==> config.mk <==
export PLATFORM = sky130hd
export DESIGN_NAME = fuel_level_gauge_filter_core
export DESIGN_NICKNAME = d
export VERILOG_FILES = /design/src/hw/rtl/flgf_pkg.sv /design/src/hw/rtl/flgf_div.sv /design/src/hw/rtl/fuel_level_gauge_filter_core.sv
export SDC_FILE = /design/constraint.sdc
export NUM_CORES = 2
export LEC_CHECK = 0
export ABC_AREA = 1
export BUFFER_PORTS_ARGS = -buffer_cell sky130_fd_sc_hd__buf_2
export CAP_MARGIN = 25
export CORE_UTILIZATION = 40
export DETAILED_ROUTE_END_ITERATION = 8
export HOLD_SLACK_MARGIN = 0.12
export PLACE_DENSITY = 0.62
export SLEW_MARGIN = 20
export SYNTH_ARGS = -nofsm -noshare
export SYNTH_HDL_FRONTEND = slang
export SYNTH_HIERARCHICAL = 1
export SYNTH_SLANG_ARGS = --single-unit
==> constraint.sdc <==
create_clock -name clk -period 7.4 [get_ports clk]
set_input_delay 0.74 -clock clk [delete_from_list [all_inputs] [get_ports clk]]
set_output_delay 0.74 -clock clk [all_outputs]
set_load 0.005 [all_outputs]
==> src/hw/rtl/flgf_pkg.sv <==
// shared constants, types and lookup functions for the fuel level gauge filter
// no dependencies; used by the core, the serial divider and the checker
package flgf_pkg;

    localparam int WINDOW_LEN = 20;
    localparam int ADC_BITS   = 12;

    localparam int BOUND_W    = 12;
    localparam int HALF_W     = 2 * BOUND_W;
    localparam int PCT_W      = 8;
    localparam int NUM_SEG    = 7;
    localparam int SEG_W      = 3;
    localparam int GEAR_W     = 3;
    localparam int SEG_MAX_W  = 7;
    localparam int BND_WORDS  = 4;
    localparam int BND_IDX_W  = 2;
    localparam int BND_D_W    = 24;
    localparam int THR_RESET  = 2854;

    localparam int CFG_IDX_W  = 3;
    localparam int CFG_DATA_W = 48;

    localparam int POS_W      = $clog2(WINDOW_LEN);
    localparam int TOTAL_W    = $clog2(WINDOW_LEN * ((1 << ADC_BITS) - 1) + 1);
    localparam int AVG_SHIFT  = TOTAL_W + $clog2(WINDOW_LEN);
    localparam int RECIP_W    = TOTAL_W + 2;
    localparam longint unsigned AVG_RECIP =
        ((64'd1 << AVG_SHIFT) + WINDOW_LEN - 1) / WINDOW_LEN;
    localparam int CMP_W      = (ADC_BITS > BOUND_W) ? ADC_BITS : BOUND_W;

    localparam int DVD_W      = BOUND_W + SEG_MAX_W;
    localparam int DIV_CNT_W  = $clog2(DVD_W);

    localparam logic [PCT_W-1:0] PCT_NO_SENDER = 8'hFF;
    localparam logic [PCT_W-1:0] PCT_FULL      = 8'd100;
    localparam logic [PCT_W-1:0] PCT_EMPTY     = 8'd0;
    localparam logic [SEG_W-1:0] SEG_LAST      = SEG_W'(NUM_SEG - 1);

    typedef enum logic [CFG_IDX_W-1:0] {
        CFG_THRESHOLD = 3'd0,
        CFG_BOUNDS_A  = 3'd1,
        CFG_BOUNDS_B  = 3'd2,
        CFG_BOUNDS_C  = 3'd3,
        CFG_BOUNDS_D  = 3'd4
    } cfg_index_t;

    typedef struct packed {
        logic busy;
        logic done;
    } div_status_t;

    // top percent of each calibration segment
    function automatic logic [SEG_MAX_W-1:0] seg_max(input logic [SEG_W-1:0] s);
        logic [SEG_MAX_W-1:0] r;
        unique case (s)
            3'd0:    r = 7'd13;
            3'd1:    r = 7'd27;
            3'd2:    r = 7'd41;
            3'd3:    r = 7'd55;
            3'd4:    r = 7'd69;
            3'd5:    r = 7'd83;
            3'd6:    r = 7'd100;
            default: r = 7'd100;
        endcase
        return r;
    endfunction

    // bottom percent of each calibration segment
    function automatic logic [SEG_MAX_W-1:0] seg_min(input logic [SEG_W-1:0] s);
        logic [SEG_MAX_W-1:0] r;
        unique case (s)
            3'd0:    r = 7'd0;
            3'd1:    r = 7'd14;
            3'd2:    r = 7'd28;
            3'd3:    r = 7'd42;
            3'd4:    r = 7'd56;
            3'd5:    r = 7'd70;
            3'd6:    r = 7'd84;
            default: r = 7'd84;
        endcase
        return r;
    endfunction

    // smallest percent shown for a gear
    function automatic logic [PCT_W-1:0] gear_floor(input logic [GEAR_W-1:0] g);
        logic [PCT_W-1:0] r;
        unique case (g)
            3'd0:    r = 8'd0;
            3'd1:    r = 8'd1;
            3'd2:    r = 8'd18;
            3'd3:    r = 8'd34;
            3'd4:    r = 8'd51;
            3'd5:    r = 8'd68;
            3'd6:    r = 8'd84;
            default: r = 8'd84;
        endcase
        return r;
    endfunction

    function automatic logic [GEAR_W-1:0] to_gear(input logic [PCT_W-1:0] p);
        logic [GEAR_W-1:0] g;
        priority if (p == 8'd0)  g = 3'd0;
        else if (p <= 8'd17)     g = 3'd1;
        else if (p <= 8'd33)     g = 3'd2;
        else if (p <= 8'd50)     g = 3'd3;
        else if (p <= 8'd67)     g = 3'd4;
        else if (p <= 8'd83)     g = 3'd5;
        else                     g = 3'd6;
        return g;
    endfunction

endpackage

==> src/hw/rtl/flgf_div.sv <==
// serial restoring divider, one quotient bit per cycle
// depends on flgf_pkg for operand widths and the status struct
module flgf_div (
    input  logic                          clk,
    input  logic                          rst_n,
    input  logic                          start,
    input  logic [flgf_pkg::DVD_W-1:0]    dividend,
    input  logic [flgf_pkg::BOUND_W-1:0]  divisor,
    output flgf_pkg::div_status_t         status,
    output logic [flgf_pkg::DVD_W-1:0]    quotient
);

    logic                             busy_reg, busy_next;
    logic                             done_reg, done_next;
    logic [flgf_pkg::DIV_CNT_W-1:0]   cnt_reg, cnt_next;
    logic [flgf_pkg::DVD_W-1:0]       quo_reg, quo_next;
    logic [flgf_pkg::BOUND_W-1:0]     rem_reg, rem_next;
    logic [flgf_pkg::BOUND_W-1:0]     dvs_reg, dvs_next;

    logic [flgf_pkg::BOUND_W:0]       rem_sh;
    logic [flgf_pkg::BOUND_W:0]       rem_diff;
    logic                             ge;

    assign rem_sh   = {rem_reg, quo_reg[flgf_pkg::DVD_W-1]};
    assign rem_diff = rem_sh - {1'b0, dvs_reg};
    assign ge       = (rem_sh >= {1'b0, dvs_reg});

    always_comb
    begin
        busy_next = busy_reg;
        done_next = 1'b0;
        cnt_next  = cnt_reg;
        quo_next  = quo_reg;
        rem_next  = rem_reg;
        dvs_next  = dvs_reg;
        if (start)
        begin
            busy_next = 1'b1;
            cnt_next  = '0;
            quo_next  = dividend;
            rem_next  = '0;
            dvs_next  = divisor;
        end
        else if (busy_reg)
        begin
            // remainder stays below the divisor, so it fits in its width
            rem_next = ge ? rem_diff[flgf_pkg::BOUND_W-1:0] : rem_sh[flgf_pkg::BOUND_W-1:0];
            quo_next = {quo_reg[flgf_pkg::DVD_W-2:0], ge};
            if (cnt_reg == flgf_pkg::DIV_CNT_W'(flgf_pkg::DVD_W - 1))
            begin
                busy_next = 1'b0;
                done_next = 1'b1;
            end
            else
            begin
                cnt_next = cnt_reg + 1'b1;
            end
        end
    end

    always_ff @(posedge clk or negedge rst_n)
    begin
        if (!rst_n)
        begin
            busy_reg <= 1'b0;
            done_reg <= 1'b0;
            cnt_reg  <= '0;
        end
        else
        begin
            busy_reg <= busy_next;
            done_reg <= done_next;
            cnt_reg  <= cnt_next;
        end
    end

    always_ff @(posedge clk)
    begin
        quo_reg <= quo_next;
        rem_reg <= rem_next;
        dvs_reg <= dvs_next;
    end

    assign status.busy = busy_reg;
    assign status.done = done_reg;
    assign quotient    = quo_reg;

endmodule

==> src/hw/rtl/fuel_level_gauge_filter_core.sv <==
// channel  dir  handshake              payload
// in       in   in_valid / in_stall    adc_sample, startup_due, update_due, step_due
// out      out  out_valid / out_stall  percent, send_now, gear_pending
// cfg      in   cfg_valid / cfg_ready  cfg_index, cfg_data
//
// an item without an update passes the window step and the finish state; an update adds averaging,
// the threshold check, the segment scan (one segment a cycle), the multiply and the serial divider
// the first startup fills every window slot with its sample in place of averaging
// reset is asynchronous: window cleared, threshold 2854, all bounds zero
// the result waits in the output register; a new item is taken meanwhile, and the
// core holds in its final state while the previous result is still stalled
// depends on flgf_pkg and flgf_div
module fuel_level_gauge_filter_core (
    input  logic                              clk,
    input  logic                              rst_n,
    input  logic                              in_valid,
    output logic                              in_stall,
    input  logic [flgf_pkg::ADC_BITS-1:0]     adc_sample,
    input  logic                              startup_due,
    input  logic                              update_due,
    input  logic                              step_due,
    output logic                              out_valid,
    input  logic                              out_stall,
    output logic [flgf_pkg::PCT_W-1:0]        percent,
    output logic                              send_now,
    output logic                              gear_pending,
    input  logic                              cfg_valid,
    output logic                              cfg_ready,
    input  logic [flgf_pkg::CFG_IDX_W-1:0]    cfg_index,
    input  logic [flgf_pkg::CFG_DATA_W-1:0]   cfg_data
);

    typedef enum logic [8:0] {
        ST_IDLE   = 9'b000000001,
        ST_FILL   = 9'b000000010,
        ST_WIN    = 9'b000000100,
        ST_AVG    = 9'b000001000,
        ST_CHECK  = 9'b000010000,
        ST_SEARCH = 9'b000100000,
        ST_MUL    = 9'b001000000,
        ST_DIV    = 9'b010000000,
        ST_FINISH = 9'b100000000
    } state_t;

    state_t                                state_reg, state_next;

    logic [flgf_pkg::ADC_BITS-1:0]         v_reg, v_next;
    logic                                  startup_reg, startup_next;
    logic                                  update_reg, update_next;
    logic                                  step_reg, step_next;
    logic                                  started_reg, started_next;

    logic [flgf_pkg::ADC_BITS-1:0]         win_reg [flgf_pkg::WINDOW_LEN];
    logic                                  win_we;
    logic [flgf_pkg::POS_W-1:0]            win_idx;
    logic [flgf_pkg::POS_W-1:0]            pos_reg, pos_next;
    logic [flgf_pkg::POS_W-1:0]            fill_cnt_reg, fill_cnt_next;
    logic [flgf_pkg::TOTAL_W-1:0]          total_reg, total_next;

    logic [flgf_pkg::ADC_BITS-1:0]         conv_v_reg, conv_v_next;
    logic [flgf_pkg::SEG_W-1:0]            seg_reg, seg_next;
    logic [flgf_pkg::PCT_W-1:0]            conv_pct_reg, conv_pct_next;

    logic [flgf_pkg::GEAR_W-1:0]           shown_gear_reg, shown_gear_next;
    logic                                  pending_reg, pending_next;

    logic                                  out_valid_reg, out_valid_next;
    logic [flgf_pkg::PCT_W-1:0]            out_pct_reg, out_pct_next;
    logic                                  out_send_reg, out_send_next;
    logic                                  out_pend_reg, out_pend_next;

    logic [flgf_pkg::BOUND_W-1:0]          thr_reg;
    logic [flgf_pkg::CFG_DATA_W-1:0]       bnd_reg [flgf_pkg::BND_WORDS];

    // segment bounds of the segment under test
    logic [flgf_pkg::CFG_DATA_W-1:0]       seg_word;
    logic [flgf_pkg::BOUND_W-1:0]          seg_up, seg_lo;
    logic [flgf_pkg::CMP_W-1:0]            cv, up_c, lo_c, thr_c, up0_c, diff_c;
    logic [flgf_pkg::BOUND_W-1:0]          span;
    logic                                  seg_hit;

    logic [flgf_pkg::TOTAL_W+flgf_pkg::RECIP_W-1:0] avg_prod;
    logic [flgf_pkg::DVD_W-1:0]            mul_prod;

    logic                                  div_start;
    flgf_pkg::div_status_t                 div_status;
    logic [flgf_pkg::DVD_W-1:0]            div_quo;
    logic [flgf_pkg::PCT_W-1:0]            div_rem_pct, div_min_pct;

    logic                                  in_take, out_free;
    logic [flgf_pkg::GEAR_W-1:0]           cur_gear;

    assign seg_word = bnd_reg[seg_reg[flgf_pkg::SEG_W-1:1]];
    assign seg_up   = seg_reg[0] ? seg_word[flgf_pkg::HALF_W +: flgf_pkg::BOUND_W]
                                 : seg_word[0 +: flgf_pkg::BOUND_W];
    assign seg_lo   = seg_reg[0] ? seg_word[flgf_pkg::HALF_W+flgf_pkg::BOUND_W +: flgf_pkg::BOUND_W]
                                 : seg_word[flgf_pkg::BOUND_W +: flgf_pkg::BOUND_W];

    assign cv      = flgf_pkg::CMP_W'(conv_v_reg);
    assign up_c    = flgf_pkg::CMP_W'(seg_up);
    assign lo_c    = flgf_pkg::CMP_W'(seg_lo);
    assign thr_c   = flgf_pkg::CMP_W'(thr_reg);
    assign up0_c   = flgf_pkg::CMP_W'(bnd_reg[0][flgf_pkg::BOUND_W-1:0]);
    assign seg_hit = (cv <= up_c) && (cv >= lo_c);
    assign diff_c  = cv - lo_c;
    assign span    = seg_up - seg_lo;

    assign avg_prod = flgf_pkg::TOTAL_W'(total_reg)
                    * flgf_pkg::RECIP_W'(flgf_pkg::AVG_RECIP);
    // sample inside the segment, so the offset fits in a bound field
    assign mul_prod = flgf_pkg::DVD_W'(diff_c[flgf_pkg::BOUND_W-1:0])
                    * flgf_pkg::DVD_W'(flgf_pkg::seg_max(seg_reg));

    assign div_min_pct = flgf_pkg::PCT_W'(flgf_pkg::seg_min(seg_reg));
    assign div_rem_pct = flgf_pkg::PCT_W'(flgf_pkg::seg_max(seg_reg))
                       - flgf_pkg::PCT_W'(div_quo[flgf_pkg::SEG_MAX_W-1:0]);

    assign in_stall  = (state_reg != ST_IDLE);
    assign in_take   = in_valid && !in_stall;
    assign out_free  = !out_valid_reg || !out_stall;
    assign cur_gear  = flgf_pkg::to_gear(conv_pct_reg);
    assign div_start = (state_reg == ST_MUL) && (span != '0);

    flgf_div u_div (
        .clk      (clk),
        .rst_n    (rst_n),
        .start    (div_start),
        .dividend (mul_prod),
        .divisor  (span),
        .status   (div_status),
        .quotient (div_quo)
    );

    always_comb
    begin
        state_next      = state_reg;
        v_next          = v_reg;
        startup_next    = startup_reg;
        update_next     = update_reg;
        step_next       = step_reg;
        started_next    = started_reg;
        pos_next        = pos_reg;
        fill_cnt_next   = fill_cnt_reg;
        total_next      = total_reg;
        conv_v_next     = conv_v_reg;
        seg_next        = seg_reg;
        conv_pct_next   = conv_pct_reg;
        shown_gear_next = shown_gear_reg;
        pending_next    = pending_reg;
        out_valid_next  = out_valid_reg && out_stall;
        out_pct_next    = out_pct_reg;
        out_send_next   = out_send_reg;
        out_pend_next   = out_pend_reg;
        win_we          = 1'b0;
        win_idx         = pos_reg;

        unique case (state_reg)
            ST_IDLE:
            begin
                if (in_take)
                begin
                    v_next        = adc_sample;
                    conv_v_next   = adc_sample;
                    startup_next  = !started_reg && startup_due;
                    update_next   = update_due && !(!started_reg && startup_due);
                    step_next     = step_due;
                    fill_cnt_next = '0;
                    if (!started_reg && startup_due)
                    begin
                        started_next = 1'b1;
                        state_next   = ST_FILL;
                    end
                    else
                    begin
                        state_next = ST_WIN;
                    end
                end
            end
            ST_FILL:
            begin
                win_we     = 1'b1;
                win_idx    = fill_cnt_reg;
                total_next = flgf_pkg::TOTAL_W'(v_reg * flgf_pkg::WINDOW_LEN);
                if (fill_cnt_reg == flgf_pkg::POS_W'(flgf_pkg::WINDOW_LEN - 1))
                    state_next = ST_WIN;
                else
                    fill_cnt_next = fill_cnt_reg + 1'b1;
            end
            ST_WIN:
            begin
                win_we     = 1'b1;
                win_idx    = pos_reg;
                total_next = total_reg - flgf_pkg::TOTAL_W'(win_reg[pos_reg])
                           + flgf_pkg::TOTAL_W'(v_reg);
                if (pos_reg == flgf_pkg::POS_W'(flgf_pkg::WINDOW_LEN - 1))
                    pos_next = '0;
                else
                    pos_next = pos_reg + 1'b1;
                priority if (startup_reg) state_next = ST_CHECK;
                else if (update_reg)      state_next = ST_AVG;
                else                      state_next = ST_FINISH;
            end
            ST_AVG:
            begin
                // division by the window length as a reciprocal multiply
                conv_v_next = flgf_pkg::ADC_BITS'(avg_prod >> flgf_pkg::AVG_SHIFT);
                state_next  = ST_CHECK;
            end
            ST_CHECK:
            begin
                seg_next = '0;
                if (cv >= thr_c)
                begin
                    conv_pct_next = flgf_pkg::PCT_NO_SENDER;
                    state_next    = ST_FINISH;
                end
                else
                begin
                    state_next = ST_SEARCH;
                end
            end
            ST_SEARCH:
            begin
                priority if (seg_hit)
                begin
                    state_next = ST_MUL;
                end
                else if (seg_reg == flgf_pkg::SEG_LAST)
                begin
                    // no segment matches: empty when above segment zero
                    conv_pct_next = (cv > up0_c) ? flgf_pkg::PCT_EMPTY : flgf_pkg::PCT_FULL;
                    state_next    = ST_FINISH;
                end
                else
                begin
                    seg_next = seg_reg + 1'b1;
                end
            end
            ST_MUL:
            begin
                if (span == '0)
                begin
                    conv_pct_next = flgf_pkg::PCT_W'(flgf_pkg::seg_max(seg_reg));
                    state_next    = ST_FINISH;
                end
                else
                begin
                    state_next = ST_DIV;
                end
            end
            ST_DIV:
            begin
                if (div_status.done)
                begin
                    conv_pct_next = (div_rem_pct < div_min_pct) ? div_min_pct : div_rem_pct;
                    state_next    = ST_FINISH;
                end
            end
            ST_FINISH:
            begin
                if (out_free)
                begin
                    out_valid_next = 1'b1;
                    out_pct_next   = flgf_pkg::PCT_EMPTY;
                    out_send_next  = 1'b0;
                    priority if (startup_reg)
                    begin
                        shown_gear_next = cur_gear;
                        out_pct_next    = conv_pct_reg;
                        out_send_next   = 1'b1;
                    end
                    else if (update_reg)
                    begin
                        pending_next = (cur_gear != shown_gear_reg);
                        if (cur_gear == shown_gear_reg)
                        begin
                            out_pct_next  = conv_pct_reg;
                            out_send_next = 1'b1;
                        end
                        if (step_reg)
                        begin
                            out_send_next = 1'b1;
                            out_pct_next  = conv_pct_reg;
                            if (cur_gear != shown_gear_reg)
                            begin
                                // one gear step toward the measured gear
                                if (shown_gear_reg > cur_gear)
                                begin
                                    shown_gear_next = shown_gear_reg - 1'b1;
                                    out_pct_next    = flgf_pkg::gear_floor(shown_gear_reg - 1'b1);
                                end
                                else
                                begin
                                    shown_gear_next = shown_gear_reg + 1'b1;
                                    out_pct_next    = flgf_pkg::gear_floor(shown_gear_reg + 1'b1);
                                end
                            end
                        end
                    end
                    else
                    begin
                        out_send_next = 1'b0;
                    end
                    out_pend_next = (update_reg && !startup_reg)
                                  ? (cur_gear != shown_gear_reg) : pending_reg;
                    state_next    = ST_IDLE;
                end
            end
            default:
            begin
                state_next = ST_IDLE;
            end
        endcase
    end

    always_ff @(posedge clk or negedge rst_n)
    begin
        if (!rst_n)
        begin
            state_reg      <= ST_IDLE;
            started_reg    <= 1'b0;
            pos_reg        <= '0;
            fill_cnt_reg   <= '0;
            total_reg      <= '0;
            shown_gear_reg <= '0;
            pending_reg    <= 1'b0;
            out_valid_reg  <= 1'b0;
        end
        else
        begin
            state_reg      <= state_next;
            started_reg    <= started_next;
            pos_reg        <= pos_next;
            fill_cnt_reg   <= fill_cnt_next;
            total_reg      <= total_next;
            shown_gear_reg <= shown_gear_next;
            pending_reg    <= pending_next;
            out_valid_reg  <= out_valid_next;
        end
    end

    always_ff @(posedge clk)
    begin
        v_reg        <= v_next;
        startup_reg  <= startup_next;
        update_reg   <= update_next;
        step_reg     <= step_next;
        conv_v_reg   <= conv_v_next;
        seg_reg      <= seg_next;
        conv_pct_reg <= conv_pct_next;
        out_pct_reg  <= out_pct_next;
        out_send_reg <= out_send_next;
        out_pend_reg <= out_pend_next;
    end

    // sample window starts all zero so early updates average zeros
    always_ff @(posedge clk or negedge rst_n)
    begin
        if (!rst_n)
        begin
            for (int i = 0; i < flgf_pkg::WINDOW_LEN; i++)
                win_reg[i] <= '0;
        end
        else if (win_we)
        begin
            win_reg[win_idx] <= v_reg;
        end
    end

    always_ff @(posedge clk or negedge rst_n)
    begin
        if (!rst_n)
        begin
            thr_reg <= flgf_pkg::BOUND_W'(flgf_pkg::THR_RESET);
            for (int i = 0; i < flgf_pkg::BND_WORDS; i++)
                bnd_reg[i] <= '0;
        end
        else if (cfg_valid && cfg_ready)
        begin
            unique case (cfg_index)
                flgf_pkg::CFG_THRESHOLD: thr_reg <= cfg_data[flgf_pkg::BOUND_W-1:0];
                flgf_pkg::CFG_BOUNDS_A:  bnd_reg[0] <= cfg_data;
                flgf_pkg::CFG_BOUNDS_B:  bnd_reg[1] <= cfg_data;
                flgf_pkg::CFG_BOUNDS_C:  bnd_reg[2] <= cfg_data;
                flgf_pkg::CFG_BOUNDS_D:
                    bnd_reg[3] <= flgf_pkg::CFG_DATA_W'(cfg_data[flgf_pkg::BND_D_W-1:0]);
                default:
                begin
                end
            endcase
        end
    end

    assign cfg_ready    = 1'b1;
    assign out_valid    = out_valid_reg;
    assign percent      = out_pct_reg;
    assign send_now     = out_send_reg;
    assign gear_pending = out_pend_reg;

endmodule

==> metrics.md <==
| Metric | Value |
|---|---|
| Largest net degree at the start of global routing | between 150 and 200 |
| Max cap viols | 0 |
| Synth Cell Area | 38,000 sq um |
| WL final | 104 mm |
| Critical path type | reg2reg |
| Multi-input gate area | 20,400 sq um |
| Largest stage delay, worst path | roughly 0.53 ns |
| Startpoint types | flip-flop |
| Area growth syn-to-layout | 10.4% |
| Final setup viols | 0 |
| Clock root buffer | clkbuf_16 |
| Buf/Inv on CP | 7 |
| Worst Setup End Kind | flip-flop |
| Post-route core utilization | about 45% |
| Worst hold path class | in2async |
| Tcrit/Tclk final | approximately 94% |
| Final worst-path setup slack | 0.473 ns |
| Commonest non-fill, non-tap cell in the layout | nand2_1 |
| Port Buffers | 82 |
| Slew @ Worst Pin | 1.13 ns |
| Clk_skew | roughly 0.033 ns |
| Drt drc | 0 |
| Number of global-route vias before repair | approximately 30,000 |
| 1st-iter DRT viols | roughly 2,500 |
| Hold buffers post-CTS | 0 |
| Commonest non-fill, non-tap cells in the layout | nand2_1 (1,059), inv_1 (614), o21ai_0 (502), dfrtp_1 (460), nor2_1 (363) |
| CTS tree | built |
| Time the worst path needs with I/O delays and setup | approximately 6.9 ns |
| Max Clock Freq | ~140 MHz |
| GRT Total Usage | 22.0% |
| Worst-path clk slew | approximately 0.060 ns |
| Layout Cells excl Fill | about 6,000 |
| Initial antenna violation count | 0 |
| Die ar. | approximately 96,000 sq um |
| Vias/cell | approximately 5.2 |
| Slew headroom | 24.8% |
| Die Y | 310 um |
| Post-Syn Nets | 5,254 |
| WP data required | slightly below 8 ns |
| CTS Buf Count | between 60 and 70 |
| Mapped Cells | roughly 4,700 |
| Post-Place Worst Slack | about 0.24 ns |
| Final ANT Viol Nets | 0 |
| Final #Nets | around 5,300 |
| Fillers | between 9,000 and 10,000 |
| Clock Tree Buf Depth | 3 |
| Die span in x | 310 um |
| Max reg flops | 240 |
| Placed cells | approximately 5,900 |
| Dpl hpwl | around 75 mm |
| H-tree depth | 3 |
| Crit-path leading delay family | adder cells |
| Antenna cells | 0 |
| Most frequent CP cell | inv_1 |
| CP Max Fanout | 38 |
| Drt pass-1 iters | 5 |
| Via Count | 31,400 |
| CP arrival | 7.29 ns |
| Wirelength per Cell | ~17 um |
| Sink Count | between 500 and 600 |
| IO Pins | 84 |
| Latest clock arrival within the worst-skew pair | approximately 0.62 ns |
| Share of layout cells above drive strength 1 | around 7.0% |
| Mean post-synth cell area | 8.05 sq um |
| Slew Limit Fails | 0 |
| CP max stage cell | fa_1 |
| RePlAce Congestion | 0.896 |
| GRT overflow | 0 |
| WHS | around 0.12 ns |
| Seq. cell area | ~14,000 sq um |
| Synth warnings | 6 |
| Hold Vio Cnt, Final | 0 |
| Site Rows | 112 |
| Initial Util | between 40% and 50% |
| First-pass GRT wire length | around 170 mm |
| CORE AREA | about 94,000 sq um |
| Status | completed |
-- final timing paths --
path / endpoint / slack, ns / cells after the start / start
max: u_div/quotient[13] / 0.47 / 31 / seg_reg[1]
min: win_reg[13] / 0.12 / 1 / rst_n
max reg2reg: u_div/quotient[13] / 0.47 / 31 / seg_reg[1]
min reg2reg: started_reg / 0.45 / 2 / started_reg
max in group asynchronous: bnd_reg[164] / 5.72 / 2 / rst_n
min in group clk: v_reg[8] / 0.36 / 1 / adc_sample[8]
-- layer usage --
metal	vias up	part of all wire (%)	track usage, %
li1	15500	-	-
met1	15100	49	32.6
met2	771	44	34.2
met3	122	5.0	2.46
met4	0	2.0	5.45
met5	-	0	0
-- through the flow --
stage / setup TNS (ns) / area, sq um
after floorplan: 0 / 38000
after global placement: 0 / 39500
after detailed placement: 0 / 39600
after CTS: 0 / 41900
after global routing: -0.00450 / 42000
final: 0 / 42000
-- what timing repair did --
item                                    in CTS  in global routing
gates resized for setup                      0                  5
endpoints found under the setup margin       0                  6
buffers inserted                             0                  2
-- final cells by class --
cell class	count	area share, %
Clock inverter	23	0.828
Tap cell	1254	3.74
Multi-Input combinational cell	3330	48.7
Inverter	628	5.63
Clock buffer	94	4.65
Timing Repair Buffer	134	2.28
Sequential cell	560	34.2
Power is not shown: default switching activity piles up to over one toggle a cycle in this logic, so the estimate is an artifact.
